<file path="src/design/rhb_pkg.sv">
package rhb_pkg;

   // Operating modes held in the mode register.
   localparam logic [1:0] MODE_TO_HSV   = 2'd0;
   localparam logic [1:0] MODE_TO_RGB   = 2'd1;
   localparam logic [1:0] MODE_BRIGHTEN = 2'd2;
   localparam logic [1:0] MODE_UNUSED   = 2'd3;

   // Register indexes on the write port.
   localparam logic CSR_MODE = 1'b0;
   localparam logic CSR_GAIN = 1'b1;

   // Which channel holds the maximum; picks the hue sector base.
   localparam logic [1:0] BASE_RED   = 2'd0;
   localparam logic [1:0] BASE_GREEN = 2'd1;
   localparam logic [1:0] BASE_BLUE  = 2'd2;

   // Fixed-point formats: hue is degrees times 64, saturation is Q1.12.
   localparam logic [11:0] HUE_UNIT = 12'd3840;
   localparam logic [14:0] HUE_FULL = 15'd23040;
   localparam logic [12:0] SAT_ONE  = 13'd4096;

   // Denominator of the q and t terms is SAT_ONE times HUE_UNIT = 15 * 2^20.
   localparam logic [23:0] RGB_DEN      = 24'd15728640;
   localparam logic [31:0] RGB_HALF_DEN = 32'd7864320;
   // Reciprocal of 15 scaled by 2^19, exact for the numerators that occur.
   localparam logic [15:0] INV15        = 16'd34953;

   // Divider geometry: the numerator splits into DIV_DEN_W top bits that
   // seed the remainder and DIV_QUO_W bits that are shifted in one per stage.
   localparam int DIV_DEN_W = 8;
   localparam int DIV_QUO_W = 13;
   localparam int DIV_NUM_W = DIV_DEN_W + DIV_QUO_W;

   localparam int RGB_STAGES = 8;

   typedef struct packed {
      logic [1:0]  mode;
      logic        grey;
      logic [7:0]  val;
      logic [1:0]  base;
      logic        neg;
      logic [14:0] x;
      logic [12:0] y;
      logic [7:0]  z;
   } hsv_side_type;

   typedef struct packed {
      logic [1:0]  mode;
      logic        flag;
      logic [14:0] hue;
      logic [12:0] sat;
      logic [7:0]  val;
   } pix_side_type;

   function automatic logic [14:0] hue_base(input logic [1:0] code);
      logic [14:0] res;
      case (code)
         BASE_RED:   res = 15'd0;
         BASE_GREEN: res = 15'd7680;
         BASE_BLUE:  res = 15'd15360;
         default:    res = 15'd0;
      endcase
      return res;
   endfunction

   function automatic logic [14:0] sector_base(input logic [2:0] sec);
      logic [14:0] res;
      case (sec)
         3'd0:    res = 15'd0;
         3'd1:    res = 15'd3840;
         3'd2:    res = 15'd7680;
         3'd3:    res = 15'd11520;
         3'd4:    res = 15'd15360;
         default: res = 15'd19200;
      endcase
      return res;
   endfunction

endpackage

</file>
<file path="src/design/rhb_div_pipe.sv">
module rhb_div_pipe import rhb_pkg::*; #(
   parameter int PW = 1
) (
   input  logic                 clock,
   input  logic                 reset,
   input  logic                 in_vld,
   input  logic [DIV_NUM_W-1:0] in_num_a,
   input  logic [DIV_DEN_W-1:0] in_den_a,
   input  logic [DIV_NUM_W-1:0] in_num_b,
   input  logic [DIV_DEN_W-1:0] in_den_b,
   input  logic [PW-1:0]        in_side,
   output logic                 out_vld,
   output logic [DIV_QUO_W-1:0] out_quo_a,
   output logic [DIV_QUO_W-1:0] out_quo_b,
   output logic [PW-1:0]        out_side
);

   localparam int DW = DIV_DEN_W;
   localparam int QW = DIV_QUO_W;

   // One restoring step: shift in the next numerator bit, subtract if it fits.
   // The low word carries unused numerator bits and collects quotient bits.
   function automatic logic [DW+QW-1:0] div_step(input logic [DW-1:0] rem,
                                                 input logic [QW-1:0] lq,
                                                 input logic [DW-1:0] den);
      logic [DW:0]   trial;
      logic [DW:0]   diff;
      logic          ge;
      logic [DW-1:0] rem_nx;
      trial  = {rem, lq[QW-1]};
      diff   = trial - {1'b0, den};
      ge     = (trial >= {1'b0, den});
      rem_nx = ge ? diff[DW-1:0] : trial[DW-1:0];
      return {rem_nx, lq[QW-2:0], ge};
   endfunction

   logic          vld_ff   [QW];
   logic [DW-1:0] rem_a_ff [QW];
   logic [DW-1:0] rem_b_ff [QW];
   logic [QW-1:0] lq_a_ff  [QW];
   logic [QW-1:0] lq_b_ff  [QW];
   logic [DW-1:0] den_a_ff [QW];
   logic [DW-1:0] den_b_ff [QW];
   logic [PW-1:0] side_ff  [QW];

   for (genvar k = 0; k < QW; k++) begin : g_stage
      logic          vld_p;
      logic [DW-1:0] rem_a_p, rem_b_p, den_a_p, den_b_p;
      logic [QW-1:0] lq_a_p, lq_b_p;
      logic [PW-1:0] side_p;
      logic [DW+QW-1:0] step_a_in, step_b_in;

      if (k == 0) begin : g_first
         assign vld_p   = in_vld;
         assign rem_a_p = in_num_a[DIV_NUM_W-1:QW];
         assign lq_a_p  = in_num_a[QW-1:0];
         assign rem_b_p = in_num_b[DIV_NUM_W-1:QW];
         assign lq_b_p  = in_num_b[QW-1:0];
         assign den_a_p = in_den_a;
         assign den_b_p = in_den_b;
         assign side_p  = in_side;
      end else begin : g_next
         assign vld_p   = vld_ff[k-1];
         assign rem_a_p = rem_a_ff[k-1];
         assign lq_a_p  = lq_a_ff[k-1];
         assign rem_b_p = rem_b_ff[k-1];
         assign lq_b_p  = lq_b_ff[k-1];
         assign den_a_p = den_a_ff[k-1];
         assign den_b_p = den_b_ff[k-1];
         assign side_p  = side_ff[k-1];
      end

      assign step_a_in = div_step(rem_a_p, lq_a_p, den_a_p);
      assign step_b_in = div_step(rem_b_p, lq_b_p, den_b_p);

      always_ff @(posedge clock) begin
         if (reset) begin
            vld_ff[k] <= 1'b0;
         end else begin
            vld_ff[k] <= vld_p;
         end
         rem_a_ff[k] <= step_a_in[DW+QW-1:QW];
         lq_a_ff[k]  <= step_a_in[QW-1:0];
         rem_b_ff[k] <= step_b_in[DW+QW-1:QW];
         lq_b_ff[k]  <= step_b_in[QW-1:0];
         den_a_ff[k] <= den_a_p;
         den_b_ff[k] <= den_b_p;
         side_ff[k]  <= side_p;
      end
   end

   assign out_vld   = vld_ff[QW-1];
   assign out_quo_a = lq_a_ff[QW-1];
   assign out_quo_b = lq_b_ff[QW-1];
   assign out_side  = side_ff[QW-1];

endmodule

</file>
<file path="src/design/rhb_hsv2rgb.sv">
module rhb_hsv2rgb import rhb_pkg::*; (
   input  logic         clock,
   input  logic         reset,
   input  logic         in_vld,
   input  logic [14:0]  in_hue,
   input  logic [12:0]  in_sat,
   input  logic [7:0]   in_val,
   input  pix_side_type in_side,
   output logic         out_vld,
   output logic [7:0]   out_red,
   output logic [7:0]   out_green,
   output logic [7:0]   out_blue,
   output pix_side_type out_side
);

   logic         vld_ff  [RGB_STAGES];
   pix_side_type side_ff [RGB_STAGES];

   // Stage 1: wrap hue into one circle, clamp saturation.
   logic [14:0] r1_h_ff;
   logic [12:0] r1_s_ff;
   logic [7:0]  r1_v_ff;
   logic        r1_zero_ff;
   // Stage 2: sector and remainder within the sector.
   logic [2:0]  r2_sec_ff, r2_sec_in;
   logic [11:0] r2_rem_ff;
   logic [12:0] r2_s_ff, r2_sinv_ff;
   logic [7:0]  r2_v_ff;
   logic        r2_zero_ff;
   logic [14:0] r2_rem_in;
   // Stage 3: saturation products.
   logic [24:0] r3_pq_ff, r3_pt_ff;
   logic [20:0] r3_pn_ff;
   logic [2:0]  r3_sec_ff;
   logic [7:0]  r3_v_ff;
   logic        r3_zero_ff;
   logic [20:0] r4_pn_in;
   // Stage 4: one minus products, and p finished.
   logic [23:0] r4_dq_ff, r4_dt_ff;
   logic [7:0]  r4_p_ff, r4_v_ff;
   logic [2:0]  r4_sec_ff;
   logic        r4_zero_ff;
   // Stage 5: scaled by value.
   logic [31:0] r5_xq_ff, r5_xt_ff;
   logic [7:0]  r5_p_ff, r5_v_ff;
   logic [2:0]  r5_sec_ff;
   logic        r5_zero_ff;
   logic [31:0] r6_sq_in, r6_st_in;
   // Stage 6: rounded and divided by 2^20.
   logic [11:0] r6_nq_ff, r6_nt_ff;
   logic [7:0]  r6_p_ff, r6_v_ff;
   logic [2:0]  r6_sec_ff;
   logic        r6_zero_ff;
   logic [27:0] r7_mq_in, r7_mt_in;
   // Stage 7: divided by 15.
   logic [7:0]  r7_q_ff, r7_t_ff, r7_p_ff, r7_v_ff;
   logic [2:0]  r7_sec_ff;
   logic        r7_zero_ff;
   // Stage 8: colors placed by sector.
   logic [7:0]  r8_r_ff, r8_g_ff, r8_b_ff;
   logic [7:0]  r8_r_in, r8_g_in, r8_b_in;

   always_comb begin
      if (r1_h_ff < 15'd3840) begin
         r2_sec_in = 3'd0;
      end else if (r1_h_ff < 15'd7680) begin
         r2_sec_in = 3'd1;
      end else if (r1_h_ff < 15'd11520) begin
         r2_sec_in = 3'd2;
      end else if (r1_h_ff < 15'd15360) begin
         r2_sec_in = 3'd3;
      end else if (r1_h_ff < 15'd19200) begin
         r2_sec_in = 3'd4;
      end else begin
         r2_sec_in = 3'd5;
      end
   end

   assign r2_rem_in = r1_h_ff - sector_base(r2_sec_in);
   assign r4_pn_in  = r3_pn_ff + 21'd2048;
   assign r6_sq_in  = r5_xq_ff + RGB_HALF_DEN;
   assign r6_st_in  = r5_xt_ff + RGB_HALF_DEN;
   assign r7_mq_in  = {4'd0, r6_nq_ff} * {12'd0, INV15};
   assign r7_mt_in  = {4'd0, r6_nt_ff} * {12'd0, INV15};

   always_comb begin
      if (r7_zero_ff) begin
         r8_r_in = r7_v_ff;
         r8_g_in = r7_v_ff;
         r8_b_in = r7_v_ff;
      end else begin
         case (r7_sec_ff)
            3'd0: begin
               r8_r_in = r7_v_ff; r8_g_in = r7_t_ff; r8_b_in = r7_p_ff;
            end
            3'd1: begin
               r8_r_in = r7_q_ff; r8_g_in = r7_v_ff; r8_b_in = r7_p_ff;
            end
            3'd2: begin
               r8_r_in = r7_p_ff; r8_g_in = r7_v_ff; r8_b_in = r7_t_ff;
            end
            3'd3: begin
               r8_r_in = r7_p_ff; r8_g_in = r7_q_ff; r8_b_in = r7_v_ff;
            end
            3'd4: begin
               r8_r_in = r7_t_ff; r8_g_in = r7_p_ff; r8_b_in = r7_v_ff;
            end
            default: begin
               r8_r_in = r7_v_ff; r8_g_in = r7_p_ff; r8_b_in = r7_q_ff;
            end
         endcase
      end
   end

   always_ff @(posedge clock) begin
      if (reset) begin
         for (int i = 0; i < RGB_STAGES; i++) begin
            vld_ff[i] <= 1'b0;
         end
      end else begin
         vld_ff[0] <= in_vld;
         for (int i = 1; i < RGB_STAGES; i++) begin
            vld_ff[i] <= vld_ff[i-1];
         end
      end
      side_ff[0] <= in_side;
      for (int i = 1; i < RGB_STAGES; i++) begin
         side_ff[i] <= side_ff[i-1];
      end

      r1_h_ff    <= (in_hue >= HUE_FULL) ? in_hue - HUE_FULL : in_hue;
      r1_s_ff    <= (in_sat > SAT_ONE) ? SAT_ONE : in_sat;
      r1_v_ff    <= in_val;
      r1_zero_ff <= (in_sat == 13'd0);

      r2_sec_ff  <= r2_sec_in;
      r2_rem_ff  <= r2_rem_in[11:0];
      r2_s_ff    <= r1_s_ff;
      r2_sinv_ff <= SAT_ONE - r1_s_ff;
      r2_v_ff    <= r1_v_ff;
      r2_zero_ff <= r1_zero_ff;

      r3_pq_ff   <= {12'd0, r2_s_ff} * {13'd0, r2_rem_ff};
      r3_pt_ff   <= {12'd0, r2_s_ff} * {13'd0, HUE_UNIT - r2_rem_ff};
      r3_pn_ff   <= {13'd0, r2_v_ff} * {8'd0, r2_sinv_ff};
      r3_sec_ff  <= r2_sec_ff;
      r3_v_ff    <= r2_v_ff;
      r3_zero_ff <= r2_zero_ff;

      r4_dq_ff   <= RGB_DEN - r3_pq_ff[23:0];
      r4_dt_ff   <= RGB_DEN - r3_pt_ff[23:0];
      r4_p_ff    <= r4_pn_in[19:12];
      r4_v_ff    <= r3_v_ff;
      r4_sec_ff  <= r3_sec_ff;
      r4_zero_ff <= r3_zero_ff;

      r5_xq_ff   <= {24'd0, r4_v_ff} * {8'd0, r4_dq_ff};
      r5_xt_ff   <= {24'd0, r4_v_ff} * {8'd0, r4_dt_ff};
      r5_p_ff    <= r4_p_ff;
      r5_v_ff    <= r4_v_ff;
      r5_sec_ff  <= r4_sec_ff;
      r5_zero_ff <= r4_zero_ff;

      r6_nq_ff   <= r6_sq_in[31:20];
      r6_nt_ff   <= r6_st_in[31:20];
      r6_p_ff    <= r5_p_ff;
      r6_v_ff    <= r5_v_ff;
      r6_sec_ff  <= r5_sec_ff;
      r6_zero_ff <= r5_zero_ff;

      r7_q_ff    <= r7_mq_in[26:19];
      r7_t_ff    <= r7_mt_in[26:19];
      r7_p_ff    <= r6_p_ff;
      r7_v_ff    <= r6_v_ff;
      r7_sec_ff  <= r6_sec_ff;
      r7_zero_ff <= r6_zero_ff;

      r8_r_ff    <= r8_r_in;
      r8_g_ff    <= r8_g_in;
      r8_b_ff    <= r8_b_in;
   end

   assign out_vld   = vld_ff[RGB_STAGES-1];
   assign out_side  = side_ff[RGB_STAGES-1];
   assign out_red   = r8_r_ff;
   assign out_green = r8_g_ff;
   assign out_blue  = r8_b_ff;

endmodule

</file>
<file path="src/design/rgb_hsv_convert_and_brighten_core.sv">
// Channel   Ports                                       Handshake
// input     req_first_in, req_second_in, req_third_in   start high, busy low
// result    rsp_first_out, rsp_second_out,              rsp_valid, one cycle
//           rsp_third_out, rsp_hue_undefined
// config    csr_index, csr_wdata                        csr_we
//
// One item is accepted in every cycle in which start is high; busy is always low.
// The pipeline holds three front stages, the 13-stage divider with one
// quotient bit per stage, two hue and gain stages, eight stages of the
// HSV to RGB unit and the output register.
// Reset clears the valid bits and loads mode 0 and gain 1.0; items in flight
// are dropped. The receiver cannot stall, so the pipeline never holds.
module rgb_hsv_convert_and_brighten_core import rhb_pkg::*; (
   input  logic        clock,
   input  logic        reset,
   input  logic        start,
   output logic        busy,
   input  logic [14:0] req_first_in,
   input  logic [12:0] req_second_in,
   input  logic [7:0]  req_third_in,
   output logic        rsp_valid,
   output logic [14:0] rsp_first_out,
   output logic [12:0] rsp_second_out,
   output logic [7:0]  rsp_third_out,
   output logic        rsp_hue_undefined,
   input  logic        csr_we,
   input  logic        csr_index,
   input  logic [15:0] csr_wdata
);

   // Register stages from the accepting edge to the edge that accepts the result.
   localparam int LATENCY = 3 + DIV_QUO_W + 2 + RGB_STAGES + 1;

   logic        in_fire;
   logic [1:0]  mode_ff;
   logic [15:0] gain_ff;

   // Stage A: register the item, red and green saturated to 8 bits.
   logic        a_vld_ff;
   logic [1:0]  a_mode_ff;
   logic [14:0] a_x_ff;
   logic [12:0] a_y_ff;
   logic [7:0]  a_z_ff, a_r_ff, a_g_ff;

   // Stage B: maximum, minimum and the hue sector operands.
   logic        b_vld_ff;
   logic [1:0]  b_mode_ff, b_base_ff, b_base_in;
   logic [14:0] b_x_ff;
   logic [12:0] b_y_ff;
   logic [7:0]  b_z_ff, b_mx_ff, b_mn_ff, b_hi_ff, b_lo_ff;
   logic [7:0]  b_mx_in, b_mn_in, b_hi_in, b_lo_in, mx_rg, mn_rg;

   // Stage C: numerators with half the divisor added for rounding.
   logic                 c_vld_ff;
   hsv_side_type         c_side_ff, c_side_in;
   logic [DIV_NUM_W-1:0] c_num_s_ff, c_num_h_ff, c_num_s_in, c_num_h_in;
   logic [DIV_DEN_W-1:0] c_den_s_ff, c_den_h_ff;
   logic [7:0]           c_d_in, c_diff_in;
   logic [20:0]          c_diff_w;

   // Divider results.
   logic                 q_vld;
   logic [DIV_QUO_W-1:0] q_sat, q_off;
   logic [$bits(hsv_side_type)-1:0] q_side_bits;
   hsv_side_type         q_side;

   // Stage D: hue finished, value times gain.
   logic        d_vld_ff, d_grey_ff;
   logic [1:0]  d_mode_ff;
   logic [14:0] d_h_ff, d_x_ff, d_h_in;
   logic [12:0] d_s_ff, d_y_ff;
   logic [7:0]  d_v_ff, d_z_ff;
   logic [23:0] d_vg_ff;
   logic [15:0] d_hv_in;

   // Stage E: operands of the HSV to RGB unit chosen by mode.
   logic         e_vld_ff;
   logic [14:0]  e_h_ff, e_h_in;
   logic [12:0]  e_s_ff, e_s_in;
   logic [7:0]   e_v_ff, e_v_in, e_vsat_in;
   logic [24:0]  e_vr_in;
   pix_side_type e_side_ff, e_side_in;

   // HSV to RGB results.
   logic         g_vld;
   logic [7:0]   g_red, g_green, g_blue;
   pix_side_type g_side;

   // Output register.
   logic        out_vld_ff;
   logic [1:0]  out_mode_ff;
   logic [14:0] out_first_ff, out_first_in;
   logic [12:0] out_second_ff, out_second_in;
   logic [7:0]  out_third_ff, out_third_in;
   logic        out_flag_ff, out_flag_in;

   assign busy    = 1'b0;
   assign in_fire = start && !busy;

   // The user writes configuration registers only while the pipeline is empty.
   always_ff @(posedge clock) begin
      if (reset) begin
         mode_ff <= MODE_TO_HSV;
         gain_ff <= 16'd256;
      end else if (csr_we) begin
         case (csr_index)
            CSR_MODE: mode_ff <= csr_wdata[1:0];
            CSR_GAIN: gain_ff <= csr_wdata;
            default:  mode_ff <= mode_ff;
         endcase
      end
   end

   // Stage B logic. Red wins ties for the maximum, then green, then blue.
   assign mx_rg   = (a_g_ff > a_r_ff) ? a_g_ff : a_r_ff;
   assign b_mx_in = (a_z_ff > mx_rg) ? a_z_ff : mx_rg;
   assign mn_rg   = (a_g_ff < a_r_ff) ? a_g_ff : a_r_ff;
   assign b_mn_in = (a_z_ff < mn_rg) ? a_z_ff : mn_rg;

   always_comb begin
      if (a_r_ff == b_mx_in) begin
         b_base_in = BASE_RED;
         b_hi_in   = a_g_ff;
         b_lo_in   = a_z_ff;
      end else if (a_g_ff == b_mx_in) begin
         b_base_in = BASE_GREEN;
         b_hi_in   = a_z_ff;
         b_lo_in   = a_r_ff;
      end else begin
         b_base_in = BASE_BLUE;
         b_hi_in   = a_r_ff;
         b_lo_in   = a_g_ff;
      end
   end

   // Stage C logic. The hue offset is |hi - lo| * 3840 / d; the multiply by
   // 3840 is done as a shift and subtract. A grey pixel divides by zero
   // here, and its quotients are thrown away later.
   assign c_d_in    = b_mx_ff - b_mn_ff;
   assign c_diff_in = (b_lo_ff > b_hi_ff) ? b_lo_ff - b_hi_ff : b_hi_ff - b_lo_ff;
   assign c_diff_w  = {13'd0, c_diff_in};
   assign c_num_h_in = (c_diff_w << 12) - (c_diff_w << 8) + {14'd0, c_d_in[7:1]};
   assign c_num_s_in = {1'b0, c_d_in, 12'd0} + {14'd0, b_mx_ff[7:1]};

   always_comb begin
      c_side_in.mode = b_mode_ff;
      c_side_in.grey = (c_d_in == 8'd0);
      c_side_in.val  = b_mx_ff;
      c_side_in.base = b_base_ff;
      c_side_in.neg  = (b_lo_ff > b_hi_ff);
      c_side_in.x    = b_x_ff;
      c_side_in.y    = b_y_ff;
      c_side_in.z    = b_z_ff;
   end

   always_ff @(posedge clock) begin
      if (reset) begin
         a_vld_ff <= 1'b0;
         b_vld_ff <= 1'b0;
         c_vld_ff <= 1'b0;
      end else begin
         a_vld_ff <= in_fire;
         b_vld_ff <= a_vld_ff;
         c_vld_ff <= b_vld_ff;
      end
      a_mode_ff <= mode_ff;
      a_x_ff    <= req_first_in;
      a_y_ff    <= req_second_in;
      a_z_ff    <= req_third_in;
      a_r_ff    <= (req_first_in > 15'd255) ? 8'd255 : req_first_in[7:0];
      a_g_ff    <= (req_second_in > 13'd255) ? 8'd255 : req_second_in[7:0];

      b_mode_ff <= a_mode_ff;
      b_x_ff    <= a_x_ff;
      b_y_ff    <= a_y_ff;
      b_z_ff    <= a_z_ff;
      b_mx_ff   <= b_mx_in;
      b_mn_ff   <= b_mn_in;
      b_base_ff <= b_base_in;
      b_hi_ff   <= b_hi_in;
      b_lo_ff   <= b_lo_in;

      c_side_ff  <= c_side_in;
      c_num_s_ff <= c_num_s_in;
      c_num_h_ff <= c_num_h_in;
      c_den_s_ff <= b_mx_ff;
      c_den_h_ff <= c_d_in;
   end

   rhb_div_pipe #(
      .PW ($bits(hsv_side_type))
   ) u_div (
      .clock     (clock),
      .reset     (reset),
      .in_vld    (c_vld_ff),
      .in_num_a  (c_num_s_ff),
      .in_den_a  (c_den_s_ff),
      .in_num_b  (c_num_h_ff),
      .in_den_b  (c_den_h_ff),
      .in_side   (c_side_ff),
      .out_vld   (q_vld),
      .out_quo_a (q_sat),
      .out_quo_b (q_off),
      .out_side  (q_side_bits)
   );

   assign q_side = hsv_side_type'(q_side_bits);

   // Stage D logic. A negative offset wraps by the full circle; the sum stays
   // below two circles, so one compare and subtract reduces it.
   assign d_hv_in = q_side.neg ?
                    {1'b0, hue_base(q_side.base)} + {1'b0, HUE_FULL} - {3'd0, q_off}
                  : {1'b0, hue_base(q_side.base)} + {3'd0, q_off};
   assign d_h_in  = (d_hv_in >= {1'b0, HUE_FULL}) ? 15'(d_hv_in - {1'b0, HUE_FULL})
                                                  : d_hv_in[14:0];

   always_ff @(posedge clock) begin
      if (reset) begin
         d_vld_ff <= 1'b0;
      end else begin
         d_vld_ff <= q_vld;
      end
      d_mode_ff <= q_side.mode;
      d_grey_ff <= q_side.grey;
      d_h_ff    <= q_side.grey ? 15'd0 : d_h_in;
      d_s_ff    <= q_side.grey ? 13'd0 : q_sat;
      d_v_ff    <= q_side.val;
      d_vg_ff   <= {16'd0, q_side.val} * {8'd0, gain_ff};
      d_x_ff    <= q_side.x;
      d_y_ff    <= q_side.y;
      d_z_ff    <= q_side.z;
   end

   // Stage E logic. The brightened value is rounded and saturated at 255.
   assign e_vr_in   = {1'b0, d_vg_ff} + 25'd128;
   assign e_vsat_in = (e_vr_in[24:16] != 9'd0) ? 8'd255 : e_vr_in[15:8];

   always_comb begin
      e_side_in.mode = d_mode_ff;
      e_side_in.hue  = d_h_ff;
      e_side_in.sat  = d_s_ff;
      e_side_in.val  = d_v_ff;
      case (d_mode_ff)
         MODE_TO_RGB: begin
            e_h_in = d_x_ff;
            e_s_in = d_y_ff;
            e_v_in = d_z_ff;
            e_side_in.flag = (d_y_ff == 13'd0);
         end
         MODE_BRIGHTEN: begin
            e_h_in = d_h_ff;
            e_s_in = d_s_ff;
            e_v_in = e_vsat_in;
            e_side_in.flag = d_grey_ff;
         end
         MODE_TO_HSV: begin
            e_h_in = d_h_ff;
            e_s_in = d_s_ff;
            e_v_in = d_v_ff;
            e_side_in.flag = d_grey_ff;
         end
         default: begin
            e_h_in = d_h_ff;
            e_s_in = d_s_ff;
            e_v_in = d_v_ff;
            e_side_in.flag = 1'b0;
         end
      endcase
   end

   always_ff @(posedge clock) begin
      if (reset) begin
         e_vld_ff <= 1'b0;
      end else begin
         e_vld_ff <= d_vld_ff;
      end
      e_h_ff    <= e_h_in;
      e_s_ff    <= e_s_in;
      e_v_ff    <= e_v_in;
      e_side_ff <= e_side_in;
   end

   rhb_hsv2rgb u_hsv2rgb (
      .clock     (clock),
      .reset     (reset),
      .in_vld    (e_vld_ff),
      .in_hue    (e_h_ff),
      .in_sat    (e_s_ff),
      .in_val    (e_v_ff),
      .in_side   (e_side_ff),
      .out_vld   (g_vld),
      .out_red   (g_red),
      .out_green (g_green),
      .out_blue  (g_blue),
      .out_side  (g_side)
   );

   // Output selection: HSV fields in mode 0, RGB in modes 1 and 2, and an
   // all-zero item for the unused mode.
   always_comb begin
      case (g_side.mode)
         MODE_TO_HSV: begin
            out_first_in  = g_side.hue;
            out_second_in = g_side.sat;
            out_third_in  = g_side.val;
            out_flag_in   = g_side.flag;
         end
         MODE_TO_RGB, MODE_BRIGHTEN: begin
            out_first_in  = {7'd0, g_red};
            out_second_in = {5'd0, g_green};
            out_third_in  = g_blue;
            out_flag_in   = g_side.flag;
         end
         default: begin
            out_first_in  = 15'd0;
            out_second_in = 13'd0;
            out_third_in  = 8'd0;
            out_flag_in   = 1'b0;
         end
      endcase
   end

   always_ff @(posedge clock) begin
      if (reset) begin
         out_vld_ff <= 1'b0;
      end else begin
         out_vld_ff <= g_vld;
      end
      out_mode_ff   <= g_side.mode;
      out_first_ff  <= out_first_in;
      out_second_ff <= out_second_in;
      out_third_ff  <= out_third_in;
      out_flag_ff   <= out_flag_in;
   end

   assign rsp_valid         = out_vld_ff;
   assign rsp_first_out     = out_first_ff;
   assign rsp_second_out    = out_second_ff;
   assign rsp_third_out     = out_third_ff;
   assign rsp_hue_undefined = out_flag_ff;

   // Every accepted item comes out after the fixed latency.
   a_latency_fwd: assert property (@(posedge clock) disable iff (reset)
      in_fire |-> ##LATENCY rsp_valid)
      else $error("accepted item did not produce a result on time");

   // No result appears without an item accepted the latency before.
   a_latency_back: assert property (@(posedge clock) disable iff (reset)
      rsp_valid |-> $past(in_fire, LATENCY))
      else $error("result without a matching accepted item");

   // A grey pixel converted to HSV has zero saturation.
   a_grey_hsv: assert property (@(posedge clock) disable iff (reset)
      (rsp_valid && rsp_hue_undefined && out_mode_ff == MODE_TO_HSV)
      |-> (rsp_second_out == 13'd0))
      else $error("grey pixel with nonzero saturation");

   // A grey pixel converted to RGB has three equal channels.
   a_grey_rgb: assert property (@(posedge clock) disable iff (reset)
      (rsp_valid && rsp_hue_undefined &&
       (out_mode_ff == MODE_TO_RGB || out_mode_ff == MODE_BRIGHTEN))
      |-> (rsp_first_out == {7'd0, rsp_third_out} &&
           rsp_second_out == {5'd0, rsp_third_out}))
      else $error("grey pixel with unequal color channels");

endmodule
</file>
<file path="config.mk">
export PLATFORM = sky130hd
export DESIGN_NAME = rgb_hsv_convert_and_brighten_core
export DESIGN_NICKNAME = d
export VERILOG_FILES = /design/src/design/rhb_pkg.sv /design/src/design/rhb_div_pipe.sv /design/src/design/rhb_hsv2rgb.sv /design/src/design/rgb_hsv_convert_and_brighten_core.sv
export SDC_FILE = /design/constraint.sdc
export NUM_CORES = 2
export LEC_CHECK = 0
export ABC_AREA = 1
export BUFFER_PORTS_ARGS = -buffer_cell sky130_fd_sc_hd__buf_2
export CORE_MARGIN = 5
export CORE_UTILIZATION = 35
export DETAILED_ROUTE_END_ITERATION = 8
export HOLD_SLACK_MARGIN = 0.06
export PLACE_DENSITY = 0.48
export SLEW_MARGIN = 20
export SYNTH_ARGS = -nofsm -noshare
export SYNTH_HDL_FRONTEND = slang
export SYNTH_SLANG_ARGS = --single-unit
export TNS_END_PERCENT = 50
</file>
<file path="constraint.sdc">
create_clock -name clock -period 8.46 [get_ports clock]
set_clock_uncertainty 0.15 [all_clocks]
set_input_delay 1.692 -clock clock [delete_from_list [all_inputs] [get_ports clock]]
set_output_delay 1.692 -clock clock [all_outputs]
set_load 0.01 [all_outputs]
</file>
==> flow_metrics.py <==
metrics = {
    "outcome": {
        "status": "finished clean",
    },
    "critical_path": {
        "critical_path_class": "register to register",
        "cp-start-kind": "register",
        "slowest_delay_ps": 550,
        "slowest_stage": "fa_1",
        "crit_required_ps": 9000,
        "crit_path_max_fanout": 15,
        "worst_path_most_repeated_cell": "inv_1",
        "reg2reg_depth": 31,
        "r2r_end": "u_hsv2rgb.r3_pt_ff[23]",
        "critPathBufInv": 9,
        "crit_path_end": "u_hsv2rgb.r3_pt_ff[23]",
        "rr_startpoint": "u_hsv2rgb.r2_rem_ff[1]",
        "arrival_ps": 7760,
        "path_delay_family": "adder cells",
        "cp-startpoint": "u_hsv2rgb.r2_rem_ff[1]",
        "end_kind": "register",
        "regToRegSetupSlack_ps": 1240,
        "critical_path_depth": 31,
    },
    "clock_tree": {
        "cts_hold_buffers": 0,
        "cts-root-buf": "clkbuf_16",
        "htree_num_levels": 4,
        "numCtsBuffers": 233,
        "post_cts_resize_count": 0,
        "cts_setup_buffers": 0,
        "clk_pin_slew_ps": 60,
        "cts_buffer_depth": 4,
        "cts_tree": "yes",
        "clkLatencyLatePin_ps": 890,
        "cts_sinks": 2299,
    },
    "grt": {
        "grt_antenna_before_repair": 18,
        "grt_max_degree": 49,
        "first_global_vias": 64100,
        "grt_usage": 0.144,
        "overflow": 0,
        "grt_pass1_wl_mm": 335,
    },
    "timing": {
        "finalHoldViolCount": 0,
        "setup_violations": 0,
        "rsz0062_at_grt": "false",
        "relSlewSlack": 0.272,
        "max_slew.worst_pin.slew_ps": 1090,
        "drv_slew": 0,
        "fmaxAchievable_mhz": 139,
        "holdWs_ps": 114,
        "post-route-period-util": 0.853,
        "period_needed_ps": 7220,
        "tns_ps": 0,
    },
    "routing": {
        "dr.pass1.iters": 6,
        "drt-total-wl_mm": 204,
        "vias": 60600,
        "wl_per_cell_um": 14.8,
        "ant_nets": 0,
        "drc_errors": 0,
        "drt_iter0_markers": 2866,
        "via_per_inst": 4.41,
    },
    "placement": {
        "portBuffers": 94,
        "dp.cells": 13300,
        "gp_congestion": 0.844,
        "place_hpwl_mm": 157,
    },
    "synthesis": {
        "synth-xor-area-share": 0.0340,
        "synth_flop_cell": "dfxtp_1",
        "synth_area_um2": 96200,
        "synth_top_area_frac": 0.478,
        "postSynthAreaPerCell_um2": 9.79,
        "synth_cell_types": 72,
        "yosysTopAreaCell": "dfxtp_1",
        "synth_simple_gate_area_share": 0.119,
        "yosys_warnings": 0,
        "synth_area_leaders": "dfxtp_1, fa_1, ha_1",
        "synth-compound-area-share": 0.0552,
        "synth_adder_area_share": 0.232,
        "synth_top_family_by_area": "adder cells",
        "synth-seq-cells": 2299,
        "synth.mux.area_fraction": 0.000585,
        "yosysSeqAreaShare": 0.478,
        "synthCells": 9830,
        "synth-edff-count": 0,
        "async_reset_ff_frac": 0,
    },
    "layout": {
        "fin_nets": 11400,
        "final_cell_mix": "dfxtp_1, inv_1, nand2_1, fa_1, ha_1",
        "area_growth_pct": 12.9,
        "stdcell_count": 13700,
        "final_common_cell": "dfxtp_1",
        "drive_gt1_frac": 0.0612,
    },
    "min_path": {
        "hold_start": "u_div.lq_b_ff[0][92]",
        "hold_class": "register to register",
    },
    "die": {
        "core_region_area_um2": 274000,
        "fp.dieH_um": 534,
        "start_util": 0.352,
        "die-area_um2": 285000,
        "rows": 192,
        "ioPinCount": 96,
        "die_w_um": 534,
    },
    "job": {
        "drv_cap": 0,
    },
}
[metrics by stage]
step	worst slack, ps	area (um^2)	utilization
2_1_floorplan	2220	96200	-
3_3_place_gp	1300	100000	0.367
3_5_place_dp	1340	100000	0.367
4_1_cts	1250	109000	0.397
5_1_grt	749	109000	0.397
6_report	1240	109000	0.397
[worst register-to-register path, delay by kind of cell (launching register included)]
| family | cells | cell delay [ps] |
|---|---|---|
| flops | 1 | 460 |
| buf+inv | 9 | 830 |
| xor+xnor | 2 | 550 |
| simple gates | 12 | 2000 |
| compound gates | 1 | 80 |
| fa+ha+maj | 7 | 3010 |
[state kept, by name, summed over array words and instances (netlist names), 16 cells and up]
register	count
u_hsv2rgb.r4_dq_ff	24
gain_ff	16
u_div.den_a_ff	96
c_num_h_ff	18
u_div.rem_b_ff	96
u_hsv2rgb.r3_pq_ff	24
u_div.lq_b_ff	136
u_hsv2rgb.r3_pt_ff	23
c_side_ff	42
e_side_ff	39
u_div.rem_a_ff	96
u_div.den_b_ff	96
d_vg_ff	17
u_hsv2rgb.side_ff	312
u_div.lq_a_ff	97
u_div.side_ff	548
u_hsv2rgb.r4_dt_ff	23
[routing by layer]
layer | vias up | part of all wire | GRT usage
met2 | 1002 | 0.49 | 0.258
met3 | 384 | 0.038 | 0.0208
met4 | 0 | 0.031 | 0.0438
met1 | 28900 | 0.44 | 0.178
li1 | 30300 | - | -
met5 | - | 0 | 0
[area by class of cell]
cell class	count	area, um^2
antenna	3	7.51
clock buffer	324	6760
clock inverter	111	1480
fill	26700	165000
inverter	1792	6730
multi-input combinational	5483	42300
sequential	2299	46000
tap	3589	4490
timing repair buffer	125	728
[worst min path at each step]
stage                                     to  slack, ps  cells past startpoint
global placement    u_hsv2rgb.side_ff[0][28]        160                      0
detailed placement             c_side_ff[32]        160                      0
CTS                      u_div.lq_b_ff[1][2]        110                      0
floorplan                       b_mode_ff[0]        160                      0
global route                   e_side_ff[31]        120                      0
finish                   u_div.lq_b_ff[1][2]        110                      0
[logic make-up (layout without fill, tap and decap cells)]
kind of cell / count (synthesis) / in the layout
and+or+nand+nor: 2773 / 2773
DFF: 2299 / 2299
buffers and inverters: 2049 / 2352
adders and majority gates: 1369 / 1369
AOI/OAI and AO/OA: 962 / 962
xor gates and xnor gates: 372 / 372
muxes: 5 / 5
other: 1 / 5
[synth_stat cells, types with 109 or more instances]
cell / count
a21oi_1: 469
clkbuf_1: 149
dfxtp_1: 2299
fa_1: 685
ha_1: 684
inv_1: 1782
nand2_1: 1715
nand3_1: 195
nor2_1: 583
o21ai_0: 293
xnor2_1: 109
xor2_1: 261
Power is left out: the tool's default activity adds up to more than one toggle a clock period on the data nets, which glitch-free logic cannot reach.
